==> config.mk <==
export PLATFORM = sky130hd
export DESIGN_NAME = miller_rabin_prime_test_64_core
export DESIGN_NICKNAME = d
export VERILOG_FILES = /design/src/hw/rtl/mrpt_pkg.sv /design/src/hw/rtl/mrpt_dp.sv /design/src/hw/rtl/mrpt_ctrl.sv /design/src/hw/rtl/miller_rabin_prime_test_64_core.sv
export SDC_FILE = /design/constraint.sdc
export NUM_CORES = 2
export LEC_CHECK = 0
export BUFFER_PORTS_ARGS = -buffer_cell sky130_fd_sc_hd__buf_2
export CAP_MARGIN = 30
export CELL_PAD_IN_SITES_DETAIL_PLACEMENT = 0
export CELL_PAD_IN_SITES_GLOBAL_PLACEMENT = 1
export CORE_MARGIN = 8
export CORE_UTILIZATION = 31
export CTS_BUF_LIST = sky130_fd_sc_hd__clkbuf_8 sky130_fd_sc_hd__clkbuf_16
export DETAILED_ROUTE_END_ITERATION = 8
export HOLD_SLACK_MARGIN = 0.05
export PLACE_DENSITY = 0.56
export SETUP_SLACK_MARGIN = 0.02
export SYNTH_ARGS = -nofsm -noshare
export SYNTH_HDL_FRONTEND = slang
export SYNTH_HIERARCHICAL = 1
export SYNTH_SLANG_ARGS = --single-unit
==> constraint.sdc <==
create_clock -name clk -period 32.7 [get_ports clk]
set_input_delay 4.905 -clock clk [delete_from_list [all_inputs] [get_ports clk]]
set_output_delay 4.905 -clock clk [all_outputs]
set_load 0.01 [all_outputs]
==> src/hw/rtl/mrpt_pkg.sv <==
`timescale 1ns / 1ps
`default_nettype none
package mrpt_pkg;

	localparam int WIDTH = 64;
	localparam int CAND_W = WIDTH - 1;
	localparam int IDX_W = $clog2(WIDTH);
	localparam int NUM_BASES = 7;
	localparam int BIDX_W = 3;

	typedef logic [WIDTH-1:0] data_t;

	typedef enum logic [1:0] {
		MOP_RED,
		MOP_ACC,
		MOP_SQ,
		MOP_XX
	} mul_op_t;

	typedef enum logic [4:0] {
		ST_IDLE,
		ST_PREP,
		ST_SMALL,
		ST_STRIP,
		ST_BRED,
		ST_BRED_W,
		ST_BCHK,
		ST_POW,
		ST_ACC_W,
		ST_POW_SQ,
		ST_SQ_W,
		ST_CHK,
		ST_LOOP,
		ST_LOOP_W,
		ST_LCHK,
		ST_NEXT,
		ST_DONE
	} state_t;

	typedef struct packed {
		logic load;
		logic prep;
		logic strip;
		logic mul_start;
		mul_op_t mul_op;
		logic [BIDX_W-1:0] base_idx;
		logic pow_init;
		logic e_shift;
		logic t_init;
		logic t_inc;
	} cmd_t;

	typedef struct packed {
		logic mul_done;
		logic n_le1;
		logic n_small_prime;
		logic n_div235;
		logic d_even;
		logic e_zero;
		logic e_odd;
		logic sq_zero;
		logic acc_one;
		logic acc_nm1;
		logic t_lt_s;
	} status_t;

	function automatic data_t base_value(input logic [BIDX_W-1:0] idx);
		data_t v;
		v = '0;
		unique case (idx)
			3'd0: v = data_t'(2);
			3'd1: v = data_t'(325);
			3'd2: v = data_t'(9375);
			3'd3: v = data_t'(28178);
			3'd4: v = data_t'(450775);
			3'd5: v = data_t'(9780504);
			3'd6: v = data_t'(1795265022);
			default: v = '0;
		endcase
		return v;
	endfunction

endpackage
`default_nettype wire

==> src/hw/rtl/mrpt_dp.sv <==
`timescale 1ns / 1ps
`default_nettype none
module mrpt_dp import mrpt_pkg::*; (
	input wire logic clk,
	input wire logic arst_n,
	input wire logic [CAND_W-1:0] candidate,
	input wire cmd_t cmd,
	output status_t status
);

	data_t n_q, nm1_q, d_q, e_q, acc_q, sq_q;
	logic [CAND_W-1:0] sh_q;
	logic [1:0] m3_q;
	logic [2:0] m5_q;
	logic [IDX_W-1:0] s_q, t_q;

	// Shift-and-add modular multiplier, one bit of the multiplier per cycle.
	data_t ma_q, mb_q, mr_q;
	logic [IDX_W-1:0] mi_q;
	logic mbusy_q;
	mul_op_t mop_q;
	data_t r_dbl, r_dbl_red, r_add, r_next;
	data_t op_a, op_b;
	logic mdone;

	logic [2:0] v3, v3n;
	logic [3:0] v5, v5n;

	always_comb begin
		r_dbl = {mr_q[WIDTH-2:0], 1'b0};
		r_dbl_red = (r_dbl >= n_q) ? r_dbl - n_q : r_dbl;
		r_add = mb_q[mi_q] ? r_dbl_red + ma_q : r_dbl_red;
		r_next = (r_add >= n_q) ? r_add - n_q : r_add;
		mdone = mbusy_q && (mi_q == '0);
	end

	always_comb begin
		op_a = acc_q;
		op_b = sq_q;
		unique case (cmd.mul_op)
			MOP_RED: begin
				op_a = data_t'(1);
				op_b = base_value(cmd.base_idx);
			end
			MOP_ACC: begin
				op_a = acc_q;
				op_b = sq_q;
			end
			MOP_SQ: begin
				op_a = sq_q;
				op_b = sq_q;
			end
			MOP_XX: begin
				op_a = acc_q;
				op_b = acc_q;
			end
			default: begin
				op_a = acc_q;
				op_b = sq_q;
			end
		endcase
	end

	always_comb begin
		v3 = {m3_q, sh_q[CAND_W-1]};
		v3n = (v3 >= 3'd3) ? v3 - 3'd3 : v3;
		v5 = {m5_q, sh_q[CAND_W-1]};
		v5n = (v5 >= 4'd5) ? v5 - 4'd5 : v5;
	end

	always_ff @(posedge clk or negedge arst_n) begin
		if (!arst_n) begin
			mbusy_q <= 1'b0;
			mi_q <= '0;
			mop_q <= MOP_RED;
		end else begin
			if (cmd.mul_start) begin
				mbusy_q <= 1'b1;
				mi_q <= IDX_W'(WIDTH - 1);
				mop_q <= cmd.mul_op;
			end else if (mbusy_q) begin
				mi_q <= mi_q - 1'b1;
				if (mi_q == '0) begin
					mbusy_q <= 1'b0;
				end
			end
		end
	end

	always_ff @(posedge clk) begin
		if (cmd.mul_start) begin
			ma_q <= op_a;
			mb_q <= op_b;
			mr_q <= '0;
		end else if (mbusy_q) begin
			mr_q <= r_next;
		end

		if (cmd.load) begin
			n_q <= {1'b0, candidate};
			nm1_q <= {1'b0, candidate} - 1'b1;
			d_q <= {1'b0, candidate} - 1'b1;
			sh_q <= candidate;
			m3_q <= '0;
			m5_q <= '0;
			s_q <= '0;
		end
		if (cmd.prep) begin
			sh_q <= {sh_q[CAND_W-2:0], 1'b0};
			m3_q <= v3n[1:0];
			m5_q <= v5n[2:0];
		end
		if (cmd.strip) begin
			d_q <= {1'b0, d_q[WIDTH-1:1]};
			s_q <= s_q + 1'b1;
		end
		if (cmd.pow_init) begin
			acc_q <= data_t'(1);
			e_q <= d_q;
		end
		if (cmd.e_shift) begin
			e_q <= {1'b0, e_q[WIDTH-1:1]};
		end
		if (cmd.t_init) begin
			t_q <= IDX_W'(1);
		end
		if (cmd.t_inc) begin
			t_q <= t_q + 1'b1;
		end
		if (mdone) begin
			if (mop_q == MOP_RED || mop_q == MOP_SQ) begin
				sq_q <= r_next;
			end else begin
				acc_q <= r_next;
			end
		end
	end

	always_comb begin
		status.mul_done = mdone;
		status.n_le1 = (n_q <= data_t'(1));
		status.n_small_prime = (n_q == data_t'(2)) || (n_q == data_t'(3))
			|| (n_q == data_t'(5));
		status.n_div235 = !n_q[0] || (m3_q == '0) || (m5_q == '0);
		status.d_even = !d_q[0];
		status.e_zero = (e_q == '0);
		status.e_odd = e_q[0];
		status.sq_zero = (sq_q == '0);
		status.acc_one = (acc_q == data_t'(1));
		status.acc_nm1 = (acc_q == nm1_q);
		status.t_lt_s = (t_q < s_q);
	end

endmodule
`default_nettype wire

==> src/hw/rtl/mrpt_ctrl.sv <==
`timescale 1ns / 1ps
`default_nettype none
module mrpt_ctrl import mrpt_pkg::*; (
	input wire logic clk,
	input wire logic arst_n,
	input wire logic in_valid,
	output logic in_stall,
	output logic out_valid,
	input wire logic out_stall,
	output logic prime_flag,
	input wire status_t status,
	output cmd_t cmd
);

	state_t state_q, state_d;
	logic [IDX_W-1:0] pc_q, pc_d;
	logic [BIDX_W-1:0] bidx_q, bidx_d;
	logic verd_q, verd_d;
	logic oval_q, oval_d;
	logic flag_q, flag_d;

	always_ff @(posedge clk or negedge arst_n) begin
		if (!arst_n) begin
			state_q <= ST_IDLE;
			pc_q <= '0;
			bidx_q <= '0;
			verd_q <= 1'b0;
			oval_q <= 1'b0;
			flag_q <= 1'b0;
		end else begin
			state_q <= state_d;
			pc_q <= pc_d;
			bidx_q <= bidx_d;
			verd_q <= verd_d;
			oval_q <= oval_d;
			flag_q <= flag_d;
		end
	end

	always_comb begin
		state_d = state_q;
		pc_d = pc_q;
		bidx_d = bidx_q;
		verd_d = verd_q;
		flag_d = flag_q;
		oval_d = oval_q && out_stall;
		cmd = '0;
		cmd.base_idx = bidx_q;
		cmd.mul_op = MOP_RED;
		unique case (state_q)
			ST_IDLE: begin
				if (in_valid) begin
					cmd.load = 1'b1;
					pc_d = IDX_W'(CAND_W - 1);
					state_d = ST_PREP;
				end
			end
			ST_PREP: begin
				cmd.prep = 1'b1;
				if (pc_q == '0) begin
					state_d = ST_SMALL;
				end else begin
					pc_d = pc_q - 1'b1;
				end
			end
			ST_SMALL: begin
				priority if (status.n_le1) begin
					verd_d = 1'b0;
					state_d = ST_DONE;
				end else if (status.n_small_prime) begin
					verd_d = 1'b1;
					state_d = ST_DONE;
				end else if (status.n_div235) begin
					verd_d = 1'b0;
					state_d = ST_DONE;
				end else begin
					state_d = ST_STRIP;
				end
			end
			ST_STRIP: begin
				if (status.d_even) begin
					cmd.strip = 1'b1;
				end else begin
					bidx_d = '0;
					state_d = ST_BRED;
				end
			end
			ST_BRED: begin
				cmd.mul_start = 1'b1;
				cmd.mul_op = MOP_RED;
				state_d = ST_BRED_W;
			end
			ST_BRED_W: begin
				if (status.mul_done) begin
					state_d = ST_BCHK;
				end
			end
			ST_BCHK: begin
				// A base that is a multiple of the candidate proves nothing.
				if (status.sq_zero) begin
					state_d = ST_NEXT;
				end else begin
					cmd.pow_init = 1'b1;
					state_d = ST_POW;
				end
			end
			ST_POW: begin
				priority if (status.e_zero) begin
					state_d = ST_CHK;
				end else if (status.e_odd) begin
					cmd.mul_start = 1'b1;
					cmd.mul_op = MOP_ACC;
					state_d = ST_ACC_W;
				end else begin
					cmd.mul_start = 1'b1;
					cmd.mul_op = MOP_SQ;
					state_d = ST_SQ_W;
				end
			end
			ST_ACC_W: begin
				if (status.mul_done) begin
					state_d = ST_POW_SQ;
				end
			end
			ST_POW_SQ: begin
				cmd.mul_start = 1'b1;
				cmd.mul_op = MOP_SQ;
				state_d = ST_SQ_W;
			end
			ST_SQ_W: begin
				if (status.mul_done) begin
					cmd.e_shift = 1'b1;
					state_d = ST_POW;
				end
			end
			ST_CHK: begin
				if (status.acc_one || status.acc_nm1) begin
					state_d = ST_NEXT;
				end else begin
					cmd.t_init = 1'b1;
					state_d = ST_LOOP;
				end
			end
			ST_LOOP: begin
				if (status.t_lt_s) begin
					cmd.mul_start = 1'b1;
					cmd.mul_op = MOP_XX;
					state_d = ST_LOOP_W;
				end else begin
					verd_d = 1'b0;
					state_d = ST_DONE;
				end
			end
			ST_LOOP_W: begin
				if (status.mul_done) begin
					state_d = ST_LCHK;
				end
			end
			ST_LCHK: begin
				if (status.acc_nm1) begin
					state_d = ST_NEXT;
				end else begin
					cmd.t_inc = 1'b1;
					state_d = ST_LOOP;
				end
			end
			ST_NEXT: begin
				if (bidx_q == BIDX_W'(NUM_BASES - 1)) begin
					verd_d = 1'b1;
					state_d = ST_DONE;
				end else begin
					bidx_d = bidx_q + 1'b1;
					state_d = ST_BRED;
				end
			end
			ST_DONE: begin
				// Wait until the output register is free.
				if (!oval_q || !out_stall) begin
					oval_d = 1'b1;
					flag_d = verd_q;
					state_d = ST_IDLE;
				end
			end
			default: begin
				state_d = ST_IDLE;
			end
		endcase
	end

	assign in_stall = (state_q != ST_IDLE);
	assign out_valid = oval_q;
	assign prime_flag = flag_q;

endmodule
`default_nettype wire

==> src/hw/rtl/miller_rabin_prime_test_64_core.sv <==
// Deterministic Miller-Rabin primality test for 63-bit candidates.
// Input channel: in_valid / in_stall with candidate. An item is taken on a
// rising edge with in_valid high and in_stall low. Output channel: out_valid /
// out_stall with prime_flag, one result per item, in order.
// One item is worked on at a time; in_stall is high from acceptance until the
// verdict is written to the output register, so a new item may be taken while
// the previous result still waits there.
// Steps: the residues mod 3 and 5 are found first, then the trailing zeros of
// n-1 are stripped, then for each of seven bases come one modular reduction
// and up to about two multiplications per bit of d plus up to s-1 squarings,
// all on the single shift-and-add modular multiplier. Candidates up to 5 and
// those divisible by 2, 3 or 5 finish without the bases; large primes take
// the longest.
// Reset clears the controller and drops out_valid. While out_stall is high the
// result holds; a finished verdict then waits in the controller until the
// output register is free.
`timescale 1ns / 1ps
`default_nettype none
module miller_rabin_prime_test_64_core import mrpt_pkg::*; (
	input wire logic clk,
	input wire logic arst_n,
	input wire logic in_valid,
	output logic in_stall,
	input wire logic [CAND_W-1:0] candidate,
	output logic out_valid,
	input wire logic out_stall,
	output logic prime_flag
);

	cmd_t cmd;
	status_t status;

	mrpt_ctrl u_ctrl (
		.clk(clk),
		.arst_n(arst_n),
		.in_valid(in_valid),
		.in_stall(in_stall),
		.out_valid(out_valid),
		.out_stall(out_stall),
		.prime_flag(prime_flag),
		.status(status),
		.cmd(cmd)
	);

	mrpt_dp u_dp (
		.clk(clk),
		.arst_n(arst_n),
		.candidate(candidate),
		.cmd(cmd),
		.status(status)
	);

endmodule
`default_nettype wire

Yosys cells after proc, flatten, opt, wreduce, memory -nomap -nowiden
Cells that the tools add are included.
- flip-flop bits (word level): 680
- logic and storage cells: 209
- input bits: 67
- magnitude comparators: 7
- mux-type cells: 82
- add/sub/neg operators: 11
- equal/unequal tests: 44
- reduce and logical (&&, ||, !) cells: 39
- operators with widths (cell ; number):
    $mux 64 ; 6
    $pmux 64 s3 ; 2
    $mux 63 ; 6
    $pmux 31 s7 ; 1
    $ge 64x63->1 ; 2
    $logic_not 64->1 ; 2
    $sub 64x63->64 ; 2
    $eq 63x2->1 const B ; 2
    $pmux 5 s17 ; 1
    $mux 5 ; 14
    $add 64x64->64 ; 1
    $eq 64x1->1 const B ; 1
    $eq 64x64->1 ; 1
    $sub 63x1->64 const B ; 1
    $eq 63x3->1 const B ; 1
    $le 63x1->1 const B ; 1
    $mux 6 ; 8
    $eq 5x4->1 const B ; 8
    $mux 1 ; 24
    $mux 3 ; 7
    $eq 5x3->1 const B ; 4
    $ne 2x1->1 const B ; 8
    $mux 2 ; 7
    $reduce_bool 2->1 ; 7
    39 further kinds ; 66

Depth between registers and ports, before layout
- depth in word-level cells: 8
- gate-level depth with buffers: 41
- gate-level depth less buffers: 34

Cells and area by module
The synthesis kept the hierarchy.
- modules (own cells, without submodules) (module ; instances ; seq. area each (sq um) ; cells each ; area each (sq um)):
    mrpt_dp ; 1 ; 18537.8 ; 4426 ; 42687.2
    mrpt_ctrl ; 1 ; 425.4 ; 154 ; 1285.0

Worst setup path before layout
No wires, ideal clock.
- path kind: register to register
- start: reg u_dp.s_q[1]
- end: reg u_dp.mr_q[0]
- setup slack: 20983 ps
- stages on the path, launching flop included: 15
- data required time: 32566 ps
- data arrival time: 11583 ps
- cells stage by stage: edfxtp_1 -> inv_1 -> ha_1 -> a21o_1 -> a21oi_1 -> nor2b_1 -> o21ai_0 -> nand2b_1 -> a21oi_1 -> o21ai_0 -> o22a_1 -> o21ai_0 -> clkbuf_1 -> clkbuf_1 -> o22ai_1
- RTL lines (element ; RTL line ; RTL):
    from (decl) ; mrpt_dp.sv:15 ; logic [IDX_W-1:0] s_q, t_q;
    from (signal assigned) ; mrpt_dp.sv:115 ; s_q <= s_q + 1'b1;
    to (signal assigned) ; mrpt_dp.sv:96 ; mr_q <= r_next;
    to (decl) ; mrpt_dp.sv:18 ; data_t ma_q, mb_q, mr_q;

Worst setup path after layout
- start: reg u_dp.n_q[18]
- end: reg u_dp.sq_q[10] (data pin)
- longest elaborated chain between the ends: 6
- elaborated cells between the ends (all ways): 8
- classes of those cells: add/sub (3); order compare (2); mux (3)
- ends and longest elaborated chain (element ; RTL line ; RTL):
    from (decl) ; mrpt_dp.sv:11 ; data_t n_q, nm1_q, d_q, e_q, acc_q, sq_q;
    from (signal assigned) ; mrpt_dp.sv:100 ; n_q <= {1'b0, candidate};
    $ge 64x63->1 / $sub 64x63->64 (equally long branches) ; mrpt_dp.sv:31 ; r_dbl_red = (r_dbl >= n_q) ? r_dbl - n_q : r_dbl;
    $mux 64 ; mrpt_dp.sv:31 ;
    $add 64x64->64 ; mrpt_dp.sv:32 ; r_add = mb_q[mi_q] ? r_dbl_red + ma_q : r_dbl_red;
    $mux 64 ; mrpt_dp.sv:32 ;
    $sub 64x63->64 / $ge 64x63->1 (equally long branches) ; mrpt_dp.sv:33 ; r_next = (r_add >= n_q) ? r_add - n_q : r_add;
    $mux 64 * ; mrpt_dp.sv:33 ;
    via u_dp.r_next[10] ; mrpt_dp.sv:22 ; data_t r_dbl, r_dbl_red, r_add, r_next;
    to (signal assigned) ; mrpt_dp.sv:132 ; sq_q <= r_next;
    to (decl) ; mrpt_dp.sv:11 ;
Mark *: on every way through the listed nets, which the timed path passes. The rest lies on a longest branch.
A chain may end at the register's enable or synchronous reset.

==> results.tsv <==
metric	value	unit
status	finished, final reports clean	
area_delta_synth_final	11.2	%
drv_cap	0	
path_max_fanout	65	
place_hpwl	141000	µm
htree_levels	3	
drt-pass1-iter-count	6	
io_pins	70	
whs	0.498	ns
critPathMaxStageDelay	0.75	ns
globalRouteOverflowTotal	0	
start_util	0.311	
cts_made_buffers	84	
vias	36138	
final_cells	6487	
track_usage	0.224	
synth_cells	4580	
finalSetupViolations	0	
tns	0	ns
worst_pin_slew	1.10	ns
finalNetCount	4813	
grt_first_pass_wirelength	252000	µm
hold_violations	0	
ctsResizeCount	0	
cts.sinks	679	
synth-compound-area-share	0.179	
io_buffers	69	
synth.net_count	4859	
drive_gt1_frac	0.112	
avgSynthCellArea	9.60	µm²
critPathArrivalTime	12.43	ns
die-area	0.154	mm²
grt_max_degree	76	
synth_top_family_by_area	compound AO/OA/AOI/OAI gates	
synth_xor_area_frac	0.0590	
rsz0062_at_grt	no	
slowest_stage	buf_4	
gp_congestion	0.977	
drt_first_iter_violations	3923	
antenna_found_initial	2	
wl_per_cell	27.5	µm
ys.flop_type	edfxtp_1	
clk_pin_slew	0.06	ns
ys_async_sr_fraction	0.0368	
dp.cells	6338	
synth.top_cell.area_share	0.358	
wirelength	179000	µm
grt_pass1_vias	34291	
root_buffer	clkbuf_16	
vias_per_cell	5.57	
period_share	0.367	
die_w	393	µm
clk_latency	0.70	ns
synth_warnings	6	
syn_area	0.0440	mm²
postRouteAntennaNets	0	
fin_skew	0.0390	ns
fmax	83.3	MHz
final_cell_mix	524 x edfxtp_1, 411 x nand2_1, 367 x nor2_1	
min_path_type	reg -> reg	
synth_mux_area_frac	0.0719	
post-route-drc-count	0	
yosys.area.top_type	edfxtp_1	
cts_setup_buffers	0	
start_kind	flop	
die_h	393	µm
period_needed	12.01	ns
layout_commonest_cell	edfxtp_1	
drv_slew	0	
critPathCaptureType	flop	
cts_tree	yes	
cts_buffer_depth	3	
synth-simple-area-share	0.155	
ys_top_cells_by_area	edfxtp_1 36%, ha_1 5.9%, dfxtp_1 5.9%, mux2_2 4.4%, xor2_1 3.6%	
synth_edf_count	524	
worstPathRequired	33.12	ns
postCtsHoldBufs	0	
core_area	0.141	mm²
yosys.cell_types.count	102	
synth_fa_ha_area_frac	0.0608	
row_count	138	
yosys_register_bits	679	
setup.worst_path.class	reg -> reg	
synth.yosys.seq_area_share	0.431	
slew_headroom	0.265	
==> final timing paths <==
kind | start | end | slack, ns | cells past startpoint
min in group asynchronous | arst_n | u_ctrl/out_valid | 4.32 | 1
max in group asynchronous | arst_n | u_dp/mbusy_q | 27.77 | 1
setup reg to reg | u_dp/n_q[18] | u_dp/sq_q[10] | 20.69 | 34
hold reg to reg | u_dp/sh_q[0] | u_dp/sh_q[0] | 0.50 | 2
setup / recovery | u_dp/n_q[18] | u_dp/sq_q[10] | 20.69 | 34
hold / removal | u_dp/sh_q[0] | u_dp/sh_q[0] | 0.50 | 2
==> critical path: cells and delay by family (launching register included) <==
| kind | cells | cell delay (ns) |
|---|---|---|
| muxes | 4 | 1.50 |
| xor gates and xnor gates | 1 | 0.10 |
| buffers and inverters | 6 | 2.27 |
| adders and majority gates | 3 | 1.22 |
| and+or+nand+nor | 7 | 2.31 |
| DFF | 1 | 0.64 |
| AOI/OAI and AO/OA | 13 | 3.46 |
==> cell type report <==
| class | count | area [µm²] |
|---|---|---|
| Clock buffer | 95 | 2310 |
| Sequential cell | 679 | 19000 |
| Timing Repair Buffer | 128 | 772 |
| Tap cell | 1890 | 2360 |
| Fill cell | 14574 | 92300 |
| Antenna cell | 1 | 2.50 |
| Clock inverter | 53 | 424 |
| Multi-Input combinational cell | 3424 | 23200 |
| Inverter | 217 | 820 |
==> stage by stage <==
| step | utilization | cell area, µm² | setup WS (ns) |
|---|---|---|---|
| 2_1_floorplan | - | 44000 | 20.98 |
| 3_3_place_gp | 0.326 | 46100 | 20.80 |
| 3_5_place_dp | 0.327 | 46200 | 20.81 |
| 4_1_cts | 0.346 | 48900 | 20.79 |
| 5_1_grt | 0.346 | 48900 | 20.10 |
| 6_report | 0.346 | 48900 | 20.69 |
==> layer usage <==
layer	up-vias	share of wire	track usage
li1	16979	-	-
met1	17648	0.48	0.336
met2	1265	0.42	0.326
met3	246	0.059	0.0234
met4	0	0.045	0.0951
met5	-	0	0
==> Yosys cell counts (26+ instances only) <==
cell type  number
edfxtp_1      524
nand2_1       412
nor2_1        368
a21oi_1       303
o21ai_0       271
inv_1         215
ha_1          209
clkbuf_1      205
xor2_1        179
mux2_2        172
dfxtp_1       130
nand3_1       124
a22oi_1       123
xnor2_1       117
nor4_1        106
nor3_1         92
a211oi_1       84
a21o_1         80
nand4_1        78
mux2i_1        71
nand2b_1       57
o21ai_1        54
o21a_1         37
a31oi_1        33
o211ai_1       33
and2_1         30
o21bai_1       26
==> registers in the layout, summed over array words and instances (netlist names), 3 cells and up <==
| name | flops |
|---|---|
| u_ctrl/bidx_q | 3 |
| u_ctrl/pc_q | 6 |
| u_ctrl/state_q | 5 |
| u_dp/acc_q | 64 |
| u_dp/d_q | 64 |
| u_dp/e_q | 64 |
| u_dp/m5_q | 3 |
| u_dp/ma_q | 64 |
| u_dp/mb_q | 64 |
| u_dp/mi_q | 6 |
| u_dp/mr_q | 63 |
| u_dp/n_q | 63 |
| u_dp/nm1_q | 64 |
| u_dp/s_q | 6 |
| u_dp/sh_q | 63 |
| u_dp/sq_q | 64 |
| u_dp/t_q | 6 |
==> cell families (layout without fill, tap and decap cells) <==
kind of cell / Yosys count / in the layout
DFF: 679 / 679
muxes: 269 / 269
other: 0 / 1
buffers and inverters: 477 / 493
xor gates and xnor gates: 296 / 296
and+or+nand+nor: 1413 / 1413
adders and majority gates: 212 / 212
AOI/OAI and AO/OA: 1234 / 1234
Power is left out: the tool's default activity adds up to more than one toggle a clock period on the data nets, which glitch-free logic cannot reach.
